--- src/scgi_tok_pkg.sv ---
// Package for the SCGI header tokenizer: item types, codes and constants.
// No dependencies; used by scgi_header_tokenizer_top.
package scgi_tok_pkg;

  // Width of the length accumulator and of the body byte counter
  localparam int LENGTH_BITS = 14;
  localparam logic [LENGTH_BITS-1:0] LEN_MAX = {LENGTH_BITS{1'b1}};
  // Width used when comparing the parsed length against max_body_length
  localparam int MAX_BODY_W = 14;
  localparam int LEN_CMP_W = (LENGTH_BITS > MAX_BODY_W) ? LENGTH_BITS : MAX_BODY_W;

  // Configuration port
  localparam int CFG_IDX_W = 2;
  localparam int CFG_DATA_W = 14;
  localparam int MAX_CHARS_W = 5;

  // Result queue
  localparam int FIFO_DEPTH = 8;
  localparam int FIFO_AW = 3;
  localparam int FIFO_CNT_W = 4;
  localparam int MAX_RESULTS = 3;

  // Reset values of the configuration registers
  localparam logic [MAX_BODY_W-1:0] MAX_BODY_RESET = 14'd10239;
  localparam logic [MAX_CHARS_W-1:0] MAX_CHARS_RESET = 5'd20;

  // Characters of interest
  localparam logic [7:0] CH_COLON = 8'h3A;
  localparam logic [7:0] CH_COMMA = 8'h2C;
  localparam logic [7:0] CH_PCT = 8'h25;
  localparam logic [7:0] CH_TWO = 8'h32;
  localparam logic [7:0] CH_ZERO = 8'h30;
  localparam logic [7:0] CH_NINE = 8'h39;
  localparam logic [7:0] CH_SPACE = 8'h20;
  localparam logic [7:0] CH_NUL = 8'h00;

  typedef enum logic [1:0] {
    PH_LEN  = 2'd0,
    PH_BODY = 2'd1,
    PH_DONE = 2'd2
  } phase_t;

  typedef enum logic [1:0] {
    ESC_NONE = 2'd0,
    ESC_PCT  = 2'd1,
    ESC_PCT2 = 2'd2
  } esc_t;

  typedef enum logic [2:0] {
    K_NAME_BYTE  = 3'd0,
    K_NAME_END   = 3'd1,
    K_VALUE_BYTE = 3'd2,
    K_VALUE_END  = 3'd3,
    K_ACCEPT     = 3'd4,
    K_REJECT     = 3'd5
  } kind_t;

  typedef enum logic [1:0] {
    ERR_FIELD_LONG = 2'd0,
    ERR_OVER_LIMIT = 2'd1,
    ERR_NO_COMMA   = 2'd2
  } err_t;

  typedef enum logic [CFG_IDX_W-1:0] {
    CFG_MAX_BODY_LENGTH  = 2'd0,
    CFG_MAX_LENGTH_CHARS = 2'd1,
    CFG_DECODE_SPACE     = 2'd2
  } cfg_reg_t;

  typedef struct packed {
    logic [7:0] data_byte;
    logic       new_request;
  } in_item_t;

  typedef struct packed {
    logic [2:0] kind;
    logic [7:0] out_byte;
    logic [1:0] error_code;
    logic       last;
  } out_item_t;

  // Build one result with last cleared
  function automatic out_item_t mk_res(kind_t k, logic [7:0] b, err_t e);
    out_item_t r;
    r.kind = k;
    r.out_byte = b;
    r.error_code = e;
    r.last = 1'b0;
    return r;
  endfunction

endpackage

--- src/scgi_header_tokenizer_top.sv ---
// SCGI header tokenizer top level: length parser, body tokenizer, result queue.
// Depends on scgi_tok_pkg.
//
// Takes one header byte per accepted item and parses it combinationally:
// the byte is decoded against the parser state registers and its zero to
// three results are written into an 8-entry result queue in the same clock,
// from which they appear on out_* once earlier queued results have drained.
// in_ready is high whenever the queue has at least three free entries, so a
// new byte can be taken every cycle while that holds; the output side drains
// one result per cycle while out_ready is high (a byte can give up to three
// results, such as a NUL after a held "%2"). Configuration writes are
// registered and affect the bytes accepted after the write.
module scgi_header_tokenizer_top
  import scgi_tok_pkg::*;
(
  input  logic                 clk,
  input  logic                 rst_n,
  // input items
  input  logic                 in_valid,
  output logic                 in_ready,
  input  in_item_t             in_data,
  // result items
  output logic                 out_valid,
  input  logic                 out_ready,
  output out_item_t            out_data,
  // configuration
  input  logic                 cfg_we,
  input  logic [CFG_IDX_W-1:0] cfg_index,
  input  logic [CFG_DATA_W-1:0] cfg_data
);

  // Configuration registers
  logic [MAX_BODY_W-1:0]  max_body_r;
  logic [MAX_CHARS_W-1:0] max_chars_r;
  logic                   decode_r;

  // Parser state
  phase_t                 phase_r, phase_nxt;
  logic [LENGTH_BITS-1:0] lval_r, lval_nxt;
  logic [4:0]             lchars_r, lchars_nxt;
  logic                   linv_r, linv_nxt;
  logic [LENGTH_BITS-1:0] left_r, left_nxt;
  logic                   inval_r, inval_nxt;
  logic                   named_r, named_nxt;
  esc_t                   esc_r, esc_nxt;

  // State as seen by this byte, after an optional new_request clear
  phase_t                 eff_phase;
  logic [LENGTH_BITS-1:0] eff_lval;
  logic [4:0]             eff_lchars;
  logic                   eff_linv;
  logic [LENGTH_BITS-1:0] eff_left;
  logic                   eff_inval;
  logic                   eff_named;
  esc_t                   eff_esc;

  // Result queue
  out_item_t              fifo_r [FIFO_DEPTH];
  logic [FIFO_AW-1:0]     wr_ptr_r, rd_ptr_r;
  logic [FIFO_CNT_W-1:0]  cnt_r, cnt_nxt;

  // Per-byte results
  out_item_t              res [MAX_RESULTS];
  logic [1:0]             res_n;

  logic                   in_acc, out_acc;
  logic [7:0]             b;
  logic                   len_full, is_colon, is_digit, len_reject, body_last;
  logic [LENGTH_BITS-1:0] len_eff, lval_sat;
  logic [LENGTH_BITS+3:0] lval_wide;

  assign in_acc    = in_valid && in_ready;
  assign out_acc   = out_valid && out_ready;
  assign in_ready  = cnt_r <= FIFO_CNT_W'(FIFO_DEPTH - MAX_RESULTS);
  assign out_valid = cnt_r != '0;
  assign out_data  = fifo_r[rd_ptr_r];
  assign b         = in_data.data_byte;

  // Effective state after new_request
  always_comb begin
    if (in_data.new_request) begin
      eff_phase  = PH_LEN;
      eff_lval   = '0;
      eff_lchars = '0;
      eff_linv   = 1'b0;
      eff_left   = '0;
      eff_inval  = 1'b0;
      eff_named  = 1'b0;
      eff_esc    = ESC_NONE;
    end else begin
      eff_phase  = phase_r;
      eff_lval   = lval_r;
      eff_lchars = lchars_r;
      eff_linv   = linv_r;
      eff_left   = left_r;
      eff_inval  = inval_r;
      eff_named  = named_r;
      eff_esc    = esc_r;
    end
  end

  // Byte decode and length arithmetic (x*10 as two shifts and an add)
  always_comb begin
    len_full   = eff_lchars >= max_chars_r;
    is_colon   = b == CH_COLON;
    is_digit   = (b >= CH_ZERO) && (b <= CH_NINE);
    len_eff    = eff_linv ? '0 : eff_lval;
    len_reject = LEN_CMP_W'(len_eff) > LEN_CMP_W'(max_body_r);
    body_last  = eff_left == '0;
    lval_wide  = {eff_lval, 3'b000} + {2'b00, eff_lval, 1'b0}
                 + (LENGTH_BITS+4)'(b[3:0]);
    lval_sat   = (lval_wide > (LENGTH_BITS+4)'(LEN_MAX)) ? LEN_MAX
                 : lval_wide[LENGTH_BITS-1:0];
  end

  // Next phase
  always_comb begin
    phase_nxt = eff_phase;
    case (eff_phase)
      PH_LEN: begin
        if (len_full) begin
          phase_nxt = PH_DONE;
        end else if (is_colon) begin
          phase_nxt = len_reject ? PH_DONE : PH_BODY;
        end
      end
      PH_BODY: begin
        if (body_last) begin
          phase_nxt = PH_DONE;
        end
      end
      default: phase_nxt = eff_phase;
    endcase
  end

  // Results and datapath state for this byte
  always_comb begin
    logic done;
    esc_t e;
    for (int i = 0; i < MAX_RESULTS; i++) begin
      res[i] = '0;
    end
    res_n      = '0;
    done       = 1'b0;
    e          = eff_esc;
    lval_nxt   = eff_lval;
    lchars_nxt = eff_lchars;
    linv_nxt   = eff_linv;
    left_nxt   = eff_left;
    inval_nxt  = eff_inval;
    named_nxt  = eff_named;
    esc_nxt    = eff_esc;
    case (eff_phase)
      PH_LEN: begin
        if (len_full) begin
          res[res_n] = mk_res(K_REJECT, 8'd0, ERR_FIELD_LONG);
          res_n = res_n + 2'd1;
        end else begin
          lchars_nxt = eff_lchars + 5'd1;
          if (is_colon) begin
            if (len_reject) begin
              res[res_n] = mk_res(K_REJECT, 8'd0, ERR_OVER_LIMIT);
              res_n = res_n + 2'd1;
            end else begin
              left_nxt  = len_eff;
              inval_nxt = 1'b0;
              named_nxt = 1'b0;
              esc_nxt   = ESC_NONE;
            end
          end else if (is_digit) begin
            lval_nxt = lval_sat;
          end else begin
            linv_nxt = 1'b1;
          end
        end
      end
      PH_BODY: begin
        if (body_last) begin
          esc_nxt = ESC_NONE;
          if (b == CH_COMMA) begin
            res[res_n] = mk_res(K_ACCEPT, 8'd0, ERR_FIELD_LONG);
          end else begin
            res[res_n] = mk_res(K_REJECT, 8'd0, ERR_NO_COMMA);
          end
          res_n = res_n + 2'd1;
        end else begin
          left_nxt = eff_left - LENGTH_BITS'(1);
          if (b == CH_NUL) begin
            if (eff_inval) begin
              // held escape text goes out before the value end
              if (e == ESC_PCT || e == ESC_PCT2) begin
                res[res_n] = mk_res(K_VALUE_BYTE, CH_PCT, ERR_FIELD_LONG);
                res_n = res_n + 2'd1;
              end
              if (e == ESC_PCT2) begin
                res[res_n] = mk_res(K_VALUE_BYTE, CH_TWO, ERR_FIELD_LONG);
                res_n = res_n + 2'd1;
              end
              res[res_n] = mk_res(K_VALUE_END, 8'd0, ERR_FIELD_LONG);
              res_n = res_n + 2'd1;
              inval_nxt = 1'b0;
              named_nxt = 1'b0;
              esc_nxt   = ESC_NONE;
            end else if (eff_named) begin
              res[res_n] = mk_res(K_NAME_END, 8'd0, ERR_FIELD_LONG);
              res_n = res_n + 2'd1;
              inval_nxt = 1'b1;
              esc_nxt   = ESC_NONE;
            end
          end else if (eff_inval) begin
            // value byte with %20 decoding
            case (e)
              ESC_PCT: begin
                if (b == CH_TWO) begin
                  esc_nxt = ESC_PCT2;
                  done = 1'b1;
                end else begin
                  res[res_n] = mk_res(K_VALUE_BYTE, CH_PCT, ERR_FIELD_LONG);
                  res_n = res_n + 2'd1;
                end
              end
              ESC_PCT2: begin
                if (b == CH_ZERO) begin
                  res[res_n] = mk_res(K_VALUE_BYTE, CH_SPACE, ERR_FIELD_LONG);
                  res_n = res_n + 2'd1;
                  esc_nxt = ESC_NONE;
                  done = 1'b1;
                end else begin
                  res[res_n] = mk_res(K_VALUE_BYTE, CH_PCT, ERR_FIELD_LONG);
                  res_n = res_n + 2'd1;
                  res[res_n] = mk_res(K_VALUE_BYTE, CH_TWO, ERR_FIELD_LONG);
                  res_n = res_n + 2'd1;
                end
              end
              default: done = 1'b0;
            endcase
            if (!done) begin
              if (b == CH_PCT && decode_r) begin
                esc_nxt = ESC_PCT;
              end else begin
                res[res_n] = mk_res(K_VALUE_BYTE, b, ERR_FIELD_LONG);
                res_n = res_n + 2'd1;
                esc_nxt = ESC_NONE;
              end
            end
          end else begin
            named_nxt = 1'b1;
            res[res_n] = mk_res(K_NAME_BYTE, b, ERR_FIELD_LONG);
            res_n = res_n + 2'd1;
          end
        end
      end
      default: res_n = '0;
    endcase
    // flag the final result of this byte
    if (res_n != '0) begin
      res[res_n - 2'd1].last = 1'b1;
    end
  end

  // Queue occupancy
  always_comb begin
    cnt_nxt = cnt_r;
    if (in_acc) begin
      cnt_nxt = cnt_nxt + FIFO_CNT_W'(res_n);
    end
    if (out_acc) begin
      cnt_nxt = cnt_nxt - FIFO_CNT_W'(1);
    end
  end

  // Configuration registers
  always_ff @(posedge clk) begin
    if (!rst_n) begin
      max_body_r  <= MAX_BODY_RESET;
      max_chars_r <= MAX_CHARS_RESET;
      decode_r    <= 1'b1;
    end else if (cfg_we) begin
      case (cfg_index)
        CFG_MAX_BODY_LENGTH:  max_body_r  <= cfg_data[MAX_BODY_W-1:0];
        CFG_MAX_LENGTH_CHARS: max_chars_r <= cfg_data[MAX_CHARS_W-1:0];
        CFG_DECODE_SPACE:     decode_r    <= cfg_data[0];
        default: ;
      endcase
    end
  end

  // Parser state registers
  always_ff @(posedge clk) begin
    if (!rst_n) begin
      phase_r  <= PH_LEN;
      lval_r   <= '0;
      lchars_r <= '0;
      linv_r   <= 1'b0;
      left_r   <= '0;
      inval_r  <= 1'b0;
      named_r  <= 1'b0;
      esc_r    <= ESC_NONE;
    end else if (in_acc) begin
      phase_r  <= phase_nxt;
      lval_r   <= lval_nxt;
      lchars_r <= lchars_nxt;
      linv_r   <= linv_nxt;
      left_r   <= left_nxt;
      inval_r  <= inval_nxt;
      named_r  <= named_nxt;
      esc_r    <= esc_nxt;
    end
  end

  // Queue pointers and count
  always_ff @(posedge clk) begin
    if (!rst_n) begin
      wr_ptr_r <= '0;
      rd_ptr_r <= '0;
      cnt_r    <= '0;
    end else begin
      cnt_r <= cnt_nxt;
      if (in_acc) begin
        wr_ptr_r <= wr_ptr_r + FIFO_AW'(res_n);
      end
      if (out_acc) begin
        rd_ptr_r <= rd_ptr_r + FIFO_AW'(1);
      end
    end
  end

  // Queue storage
  always_ff @(posedge clk) begin
    if (in_acc) begin
      for (int i = 0; i < MAX_RESULTS; i++) begin
        if (2'(i) < res_n) begin
          fifo_r[wr_ptr_r + FIFO_AW'(i)] <= res[i];
        end
      end
    end
  end

`ifndef SYNTHESIS
  // queue never holds more than its depth
  a_cnt_bound: assert property (@(posedge clk) disable iff (!rst_n)
    cnt_r <= FIFO_CNT_W'(FIFO_DEPTH))
    else $error("result queue overflow");

  // an accepted byte always finds room for its worst case
  a_room: assert property (@(posedge clk) disable iff (!rst_n)
    in_acc |-> cnt_r + FIFO_CNT_W'(MAX_RESULTS) <= FIFO_CNT_W'(FIFO_DEPTH))
    else $error("byte accepted without room for its results");

  // escape stage never reaches the unused code
  a_esc: assert property (@(posedge clk) disable iff (!rst_n)
    esc_r != 2'd3)
    else $error("escape stage out of range");

  // once done, bytes without new_request produce nothing
  a_done_quiet: assert property (@(posedge clk) disable iff (!rst_n)
    (in_acc && !in_data.new_request && phase_r == PH_DONE) |-> res_n == '0)
    else $error("result produced in done phase");

  // the queue count holds steady when nothing is pushed or popped
  a_cnt_track: assert property (@(posedge clk) disable iff (!rst_n)
    (!in_acc && !out_acc) |=> $stable(cnt_r))
    else $error("queue count changed without traffic");
`endif

endmodule
--- config.mk ---
export PLATFORM = sky130hd
export DESIGN_NAME = scgi_header_tokenizer_top
export DESIGN_NICKNAME = d
export VERILOG_FILES = /design/src/scgi_tok_pkg.sv /design/src/scgi_header_tokenizer_top.sv
export SDC_FILE = /design/constraint.sdc
export NUM_CORES = 1
export LEC_CHECK = 0
export ABC_AREA = 0
export BUFFER_PORTS_ARGS = -buffer_cell sky130_fd_sc_hd__buf_2
export CORE_MARGIN = 10
export CORE_UTILIZATION = 42
export CTS_BUF_LIST = sky130_fd_sc_hd__clkbuf_8
export DETAILED_ROUTE_END_ITERATION = 7
export HOLD_SLACK_MARGIN = 0.12
export PLACE_DENSITY_LB_ADDON = 0.2
export SLEW_MARGIN = 0
export SYNTH_ARGS = -nofsm -noshare
export SYNTH_HDL_FRONTEND = slang
export SYNTH_SLANG_ARGS = --single-unit
--- constraint.sdc ---
create_clock -name clk -period 6.4 [get_ports clk]
set_input_delay 0.32 -clock clk [delete_from_list [all_inputs] [get_ports clk]]
set_output_delay 0.32 -clock clk [all_outputs]
set_load 0.02 [all_outputs]
Word level (Yosys, flattened, before mapping)
Memory sizes are Yosys's and may differ from the RTL's. A register that Yosys moved wholly into a read port is not among the register bits.
Index checks and enable logic that the tools add are counted.
W data, S select, Z words.
Operators by class
  equality and inequality tests: 10
  $add $sub $neg: 14
  shifts and indexed selects: 0
  reductions and logical operators: 18
  div/mod/pow operators: 0
  magnitude comparators: 17
  bitwise logic cells: 10
  multipliers: 0
  multiplexer cells: 158
Operators with widths (number)
  $mux W14: 33
  $mux W42: 9
  $demux W14 S2: 4
  $mux W28: 4
  $bwmux W42: 2
  $pmux W14 S2: 3
  $mux W2: 37
  $mux W13: 4
  $mux W1: 44
  $eq A8 B6 Y1 const B: 5
  $and A36 B36 Y36: 1
  $not A36 Y36: 1
  $and A30 B30 Y30: 1
  $not A30 Y30: 1
  $mux W12: 2
  $pmux W2 S2: 5
  $add A17 B15 Y18: 1
  $add A18 B4 Y18: 1
  $gt A18 B14 Y1 const B: 1
  $mux W5: 3
  $gt A14 B14 Y1: 1
  $logic_not A14 Y1: 1
  $sub A14 B1 Y14 const B: 1
  $ge A3 B3 Y1 const B: 4
  31 further kinds: 58
Storage, ports and cells
  word-level logic and storage cells: 242
  memories kept: 1
  register bits: 70
  input port bits: 30
  output and inout port bits: 16
  bits in latches: 0
  memory bits (read-only): 0
  memory bits (writable): 112
Memories
  fifo_r: words 8, width 14, read ports 1, clocked after memory_dff 1, write ports 3, RTL line scgi_header_tokenizer_top.sv:58  | out_item_t fifo_r [FIFO_DEPTH];

Longest topological paths before layout
Gate-level depths: netlist (run 1).
  word-level depth: 27
  gate-level depth with buffers: 20
  depth with buffers taken out: 18

Worst setup path after synthesis (run 1)
OpenSTA, ideal clock, no wires.
  path type: input-to-reg
  from: input port in_data[0] (netlist bit)
  to: register cnt_r[1]
  data arrival time: 4131 ps
  stages: 18
  buffers on the path: 3
  setup slack: 2154 ps
  data required time: 6284 ps
  library setup time: 116 ps
  cell sequence: buf_6 -> clkbuf_1 -> clkbuf_1 -> nor2b_1 -> nor2b_1 -> ha_1 -> a21oi_1 -> o21ai_0 -> a221oi_1 -> a211oi_2 -> o21ai_2 -> nand2_2 -> ha_1 -> fa_1 -> mux2i_1 -> ha_1 -> nand2_1 -> and3_1
Between the ends
  cells in the longest elaborated chain, start to end: 23
  elaborated cells on any way between the ends: 55
  classes of those cells: add/sub: 5; order compare: 2; eq/ne: 3; mux: 42; reduce/logical: 3
Ends and longest elaborated chain
  from (decl): RTL line scgi_header_tokenizer_top.sv:21  | input in_item_t in_data,
  $mux W2: RTL line scgi_header_tokenizer_top.sv:81  | if (in_data.new_request) begin
  $eq A2 B1 Y1 / $eq A2 B2 Y1 (equally long branches): RTL line scgi_header_tokenizer_top.sv:191, scgi_header_tokenizer_top.sv:212, scgi_header_tokenizer_top.sv:195
  $logic_or A1 B1 Y1: RTL line scgi_header_tokenizer_top.sv:191  | if (e == ESC_PCT || e == ESC_PCT2) begin
  $mux W1: RTL line scgi_header_tokenizer_top.sv:191
  $mux W2: RTL line scgi_header_tokenizer_top.sv:189  | if (eff_inval) begin
  $mux W2: RTL line scgi_header_tokenizer_top.sv:188  | if (b == CH_NUL) begin
  $mux W2: RTL line scgi_header_tokenizer_top.sv:178  | if (body_last) begin
  $mux W2: RTL line scgi_header_tokenizer_top.sv:153  | case (eff_phase)
  (+7 left out)
  $mux W2: RTL line scgi_header_tokenizer_top.sv:189
  $mux W2: RTL line scgi_header_tokenizer_top.sv:188
  $mux W2: RTL line scgi_header_tokenizer_top.sv:178
  $pmux W2 S2 (*): RTL line scgi_header_tokenizer_top.sv:153
  $add A4 B2 Y4 (*): RTL line scgi_header_tokenizer_top.sv:265  | cnt_nxt = cnt_nxt + FIFO_CNT_W'(res_n);
  $mux W4 (*): RTL line scgi_header_tokenizer_top.sv:264  | if (in_acc) begin
  $sub A4 B1 Y4: RTL line scgi_header_tokenizer_top.sv:268  | cnt_nxt = cnt_nxt - FIFO_CNT_W'(1);
  $mux W4 (*): RTL line scgi_header_tokenizer_top.sv:267  | if (out_acc) begin
  to (signal assigned): RTL line scgi_header_tokenizer_top.sv:318  | cnt_r <= cnt_nxt;
  to (decl): RTL line scgi_header_tokenizer_top.sv:60  | logic [FIFO_CNT_W-1:0] cnt_r, cnt_nxt;
Every way passes the cells marked *; elsewhere a longest branch is shown, timed or not. The select of a mux whose other input is x is not followed.
A chain may end at the register's enable or synchronous reset.

==> flow_summary_export.csv, run 1 <==
group,metric,value,unit
sta,rsz0062_at_grt,"no",
critical_path,startpoint,"lval_r[9]$_SDFFE_PN0P_",
logic_synthesis,yosysTopAreaCellShare,0.267,
routing,wl,36400,um
finish,syn_to_final_growth,8.03,%
sta,period_minus_slack,4.92,ns
critical_path,worstPathArrival,4.94,ns
critical_path,required,6.42,ns
routing,antenna_left,0,
cts,root_buffer,"clkbuf_8",
placed_design,gp_congestion,0.932,
global_route,grt_pass1_wl,56400,um
critical_path,reg2reg_from,"lval_r[9]$_SDFFE_PN0P_",
global_route,grt_max_degree,38,
logic_synthesis,synth_area,0.0126,mm^2
floorplanning,die_x,193,um
cts,htree_levels,4,
logic_synthesis,synth_edf_count,112,
sta,drv_slew,0,
hold_path,worstHoldPathCells,4,
critical_path,criticalPathCategory,"flip-flop to flip-flop",
floorplanning,die_area,0.0373,mm^2
critical_path,start_kind,"flip-flop",
logic_synthesis,ys_seq_elements,185,
outcome,status,"finished clean",
routing,drt_iter0_drc,842,
cts,tritoncts,"yes",
cts,post_cts_buffers,0,
global_route,grt_pass1_vias,9751,
sta,setup_viol,0,
logic_synthesis,synth_area_leaders,"edfxtp_1 (27%), dfxtp_1 (12%), mux2i_1 (6.2%)",
logic_synthesis,ys_types,91,
sta,clock_skew,0.0148,ns
cts,clock_latency,0.49,ns
routing,via_per_inst,5.95,
sta,fmax,0.203,GHz
critical_path,critPathCaptureType,"flip-flop",
floorplanning,fp.dieH,193,um
power,power.density,198,mW/mm^2
logic_synthesis,synth_most_common_cell,"nand2_1",
cts,cts_buffer_depth,2,
logic_synthesis,synth_nets,1355,
finish,antenna-diode-count,0,
logic_synthesis,yosysWarnings,0,
critical_path,r2r_end,"fifo_r[0][13]$_SDFFCE_PP0P_",
sta,period_share,0.769,
logic_synthesis,synthCells,1262,
sta,worst_pin_slew,1.07,ns
hold_path,hold_class,"input pin to flip-flop",
floorplanning,std_cell_rows,63,
logic_synthesis,yosys-top-cells-count,"nand2_1 (137), edfxtp_1 (112), a21oi_1 (84)",
routing,post_drt_wl_per_cell,21.6,um
floorplanning,io_pins,46,
floorplanning,core-area,0.0296,mm^2
critical_path,cp_max_fo,17,
routing,num_vias,10100,
floorplanning,initial_utilization,0.425,
global_route,grt_antenna_before_repair,0,
power,leakagePower,0.00524,uW
sta,hold_viol_final,0,
sta,max_slew_margin,0.282,
placed_design,port-buffer-count,45,
logic_synthesis,synth_largest_area_cell,"edfxtp_1",
finish,nFillCells,2875,
power,ir_drop,0.0970,mV
cts,clkTransAtPathRegs,0.11,ns
routing,drc,0,
finish,drive_above_1_share,0.178,
critical_path,endpoint,"fifo_r[0][13]$_SDFFCE_PP0P_",
sta,holdWs,0.218,ns
logic_synthesis,synth.avg_cell_area,9.99,um^2
cts,numCtsBuffers,17,
sta,setup_tns,0,ns
logic_synthesis,ys.flop_type,"edfxtp_1",
job,maxCapViolCount,0,
finish,nNetsFinal,1380,
global_route,track_usage,0.187,
global_route,grt_overflow,0,
routing,dr.pass1.iters,6,
critical_path,r2r.worst_path.cells,11,
critical_path,timing.reg2reg.setup_slack,1.48,ns
placed_design,hpwlAfterDp,25800,um
logic_synthesis,yosysSeqAreaShare,0.383,
logic_synthesis,synthArstFlopShare,0,
cts,clock-sinks,185,
==> layout by cell type (no fill, tap or decap), types with 15 or more instances in the layout <==
| master | synthesis | final |
|---|---|---|
| nand2_1 | 137 | 137 |
| edfxtp_1 | 112 | 112 |
| a21oi_1 | 84 | 84 |
| nor2_1 | 82 | 82 |
| mux2i_1 | 78 | 78 |
| dfxtp_1 | 73 | 71 |
| mux2_2 | 66 | 66 |
| ha_1 | 60 | 60 |
| o21ai_0 | 55 | 55 |
| buf_2 | 15 | 45 |
| inv_1 | 43 | 43 |
| nand3_1 | 43 | 43 |
| nor2b_1 | 31 | 31 |
| mux4_2 | 28 | 28 |
| o211ai_1 | 23 | 23 |
| and2_1 | 21 | 21 |
| buf_4 | 3 | 18 |
| clkbuf_8 | 0 | 17 |
| a31oi_1 | 15 | 15 |
==> repair_timing <==
| item | CTS | global route |
|---|---|---|
| setup endpoints to repair | 0 | 0 |
| hold buffers | 14 | 0 |
| endpoints found under the hold margin | 20 | 0 |
| gates resized for setup | 0 | 0 |
==> where the power goes <==
group	leakage (uW)	total, uW	switching, uW	internal (uW)
Combinational	0.00351	572	316	256
Clock	0.000186	764	480	284
Sequential	0.00155	1370	83.7	1280
Total	0.00524	2700	880	1820
==> layout make-up <==
type	instances	area, um^2	area share
Timing Repair Buffer	77	500	0.0368
Inverter	45	170	0.0125
Sequential cell	185	4830	0.354
Clock buffer	17	234	0.0172
Multi-Input combinational cell	961	7270	0.534
Clock inverter	15	131	0.00965
Tap cell	390	488	0.0358
==> through the flow <==
step	power, uW	cells	worst slack (ns)	cell area (um^2)	utilization
detailed placement	1970	1644	1.12	13100	0.442
global placement	1960	1644	1.33	13100	0.442
floorplan	1800	1262	2.15	12600	-
CTS	2720	1690	1.52	13600	0.459
global route	2820	1690	1.10	13600	0.459
finish	2700	1690	1.48	13600	0.459
==> critical path, cell delays in order, from the launching register on <==
cell and delay [ns]:
dfxtp_1 0.36, nor2b_1 0.38, nor2b_1 0.19, ha_1 0.27
a21oi_1 0.14, o21ai_0 0.09, a221oi_1 0.49, a211oi_2 0.25
o21ai_2 0.70, a2111oi_4 0.18, nand2_1 0.62, nand2_1 0.77
==> worst min path at each step <==
stage                                            from                           to  slack, ns
after global routing                           cfg_we        decode_r$_SDFFE_PN1P_       0.24
after floorplan           max_body_r[11]$_SDFFE_PN0P_  max_body_r[11]$_SDFFE_PN0P_       0.44
final                                       out_ready                    flip-flop       0.22
after detailed placement  max_body_r[12]$_SDFFE_PN0P_  max_body_r[12]$_SDFFE_PN0P_       0.46
after CTS                                      cfg_we        decode_r$_SDFFE_PN1P_       0.19
after global placement    max_body_r[11]$_SDFFE_PN0P_  max_body_r[11]$_SDFFE_PN0P_       0.45
==> metal layers <==
layer  up-vias  wire, um  global-route usage
met5         -         0                   0
met1      4907     15600               0.229
met2       288     18500               0.332
met3        61      1560              0.0275
met4         0       713              0.0526
li1       4794         -                   -
==> cell families after synthesis <==
group	Yosys count	share of synthesized area
AND/OR/NAND/NOR	415	0.171
AO/OA/AOI/OAI	289	0.153
flip-flops	185	0.383
multiplexers	175	0.174
buffers and inverters	116	0.0412
adder cells (fa/ha/maj)	63	0.0643
XOR/XNOR	19	0.0132
==> state kept, by name, summed over array words and instances (netlist names), named ones only <==
register and count:
named_r 1, wr_ptr_r 3, lchars_r 5, decode_r 1, linv_r 1, lval_r 14, inval_r 1, left_r 14
max_chars_r 5, phase_r 2, cnt_r 4, fifo_r 112, max_body_r 14, esc_r 2, rd_ptr_r 3
No activity file was read; power rests on OpenSTA's default activity.
==> run 2: changes to the inputs <==
Clock period 6.4 ns to 4.7 ns, I/O delays scaled along.
==> flow_summary_export.csv, run 2 (synthesis gave the netlist of run 1 again) <==
group,metric,value,unit
outcome,status,"finished clean",
floorplanning,die_x,193,um
critical_path,critical_path.cell_chain,"nor2b_1 > ha_1 > a21oi_1 > o21ai_0 > a221oi_1 > a211oi_2 > o21ai_2 > nand2_2 > ha_1 > fa_1 > mux2i_1 > ha_1 > nand2_1 > xnor2_1 > nor2_1",
finish,syn_to_final_growth,9.82,%
cts,clock_latency,0.49,ns
critical_path,worstPathArrival,4.32,ns
routing,drc,0,
hold_path,hold_class,"input pin to flip-flop",
power,leakagePower,0.00538,uW
floorplanning,core-area,0.0296,mm^2
power,ir_drop,0.160,mV
critical_path,critPathCaptureType,"flip-flop",
finish,nNetsFinal,1412,
critical_path,cp_slowest_stage_delay,0.68,ns
critical_path,criticalPathCategory,"flip-flop to flip-flop",
critical_path,crit_top_cell,"ha_1",
critical_path,r2r.worst_path.cells,15,
routing,via_per_inst,5.91,
cts,post_cts_buffers,0,
routing,post_drt_wl_per_cell,21.5,um
critical_path,critical_path_buf_inv_count,0,
critical_path,cp.depth,15,
finish,top_register,"fifo_r",
cts,clock-sinks,185,
sta,period_share,0.846,
global_route,grt_pass1_vias,10100,
sta,fmax,0.251,GHz
floorplanning,fp.dieH,193,um
cts,htree_levels,4,
critical_path,required,5.05,ns
sta,rsz0062_at_grt,"no",
cts,root_buffer,"clkbuf_8",
job,maxCapViolCount,0,
placed_design,gp_congestion,0.894,
critical_path,start_kind,"flip-flop",
finish,mostFrequentLayoutCells,"nand2_1 (137), edfxtp_1 (112), a21oi_1 (84)",
power,power.density,262,mW/mm^2
global_route,track_usage,0.194,
sta,setup_viol,0,
hold_path,worstHoldPathCells,4,
floorplanning,std_cell_rows,63,
placed_design,port-buffer-count,45,
critical_path,path_delay_family,"adder cells",
cts,cts_buffer_depth,2,
sta,hold_viol_final,0,
global_route,grt_overflow,0,
floorplanning,initial_utilization,0.425,
routing,dr.pass1.iters,5,
routing,drt_iter0_drc,898,
sta,period_minus_slack,3.98,ns
routing,wl,37100,um
sta,drv_slew,0,
sta,finalWorstSetupSlack,0.722,ns
global_route,grt_max_degree,37,
global_route,grt_pass1_wl,58800,um
placed_design,hpwlAfterDp,26400,um
global_route,grt_antenna_before_repair,2,
sta,worst_pin_slew,0.914,ns
finish,final_common_cell,"nand2_1",
cts,numCtsBuffers,17,
cts,tritoncts,"yes",
cts,clkTransAtPathRegs,0.10,ns
sta,setup_tns,0,ns
routing,num_vias,10200,
critical_path,crit_path_top_delay_cell,"dfxtp_1",
critical_path,cp_max_fo,15,
sta,max_slew_margin,0.390,
placed_design,place_ws,0.431,ns
sta,clock_skew,0.0267,ns
floorplanning,die_area,0.0373,mm^2
floorplanning,io_pins,46,
routing,antenna_left,0,
finish,largest_register_ffs,112,
finish,drive_above_1_share,0.194,
cts,cts_resized,0,
[run 2: changes by cell type in the layout (fill, tap and decap cells not counted), sizes merged]
cell and delta:
buf +30, clkinvlp +2, diode +2, dlygate4sd3 +2
inv -2
[run 2: final timing paths]
| kind | slack, ns | end | startpoint |
|---|---|---|---|
| worst min register to register | 0.47 | max_body_r[12]$_SDFFE_PN0P_ | max_body_r[12]$_SDFFE_PN0P_ |
| worst max-delay path | 0.72 | cnt_r[2]$_SDFF_PN0_ | linv_r$_SDFFE_PN0P_ |
| worst max register to register | 0.72 | cnt_r[2]$_SDFF_PN0_ | linv_r$_SDFFE_PN0P_ |
| worst min-delay path | 0.15 | decode_r$_SDFFE_PN1P_ | cfg_index[1] |
[run 2: layout make-up]
type / instances / area (um^2)
inverters: 45 / 170
well taps: 390 / 488
clock inverters: 15 / 106
fillers: 2846 / 15800
flip-flops and latches: 185 / 4830
clock buffers: 17 / 234
multi-input cells: 961 / 7270
repair buffers: 109 / 746
diodes: 2 / 5.00
[run 2: tightest hold or removal path, stage by stage]
cell and delay [ns]:
buf_2 0.12, nand3b_1 0.10, mux2i_1 0.08, nand2_1 0.06
[run 2: what timing repair did]
action	4_1_cts	5_1_grt
setup endpoints to repair	0	0
hold buffers	16	0
endpoints found under the hold margin	22	0
[run 2: report_power, final]
part	internal (uW)	switching (uW)
clock network	365	620
registers	1750	87.1
logic	357	457
[run 2: metal layers]
metal | vias up | wire length (um) | global-route usage
met2 | 320 | 18600 | 0.336
met5 | - | 0 | 0
met3 | 63 | 1840 | 0.0270
met1 | 4949 | 15700 | 0.243
met4 | 0 | 944 | 0.0618
li1 | 4854 | - | -
[run 2: through the flow]
stage	cell area, um^2	std cells	utilization	hold slack [ns]	power (uW)
detailed placement	13300	1674	0.450	0.461	2680
finish	13800	1724	0.467	0.148	3630
floorplan	12600	1262	-	0.359	2450
CTS	13800	1722	0.467	0.125	3660
global placement	13300	1674	0.450	0.460	2680
global route	13800	1723	0.467	0.155	3810
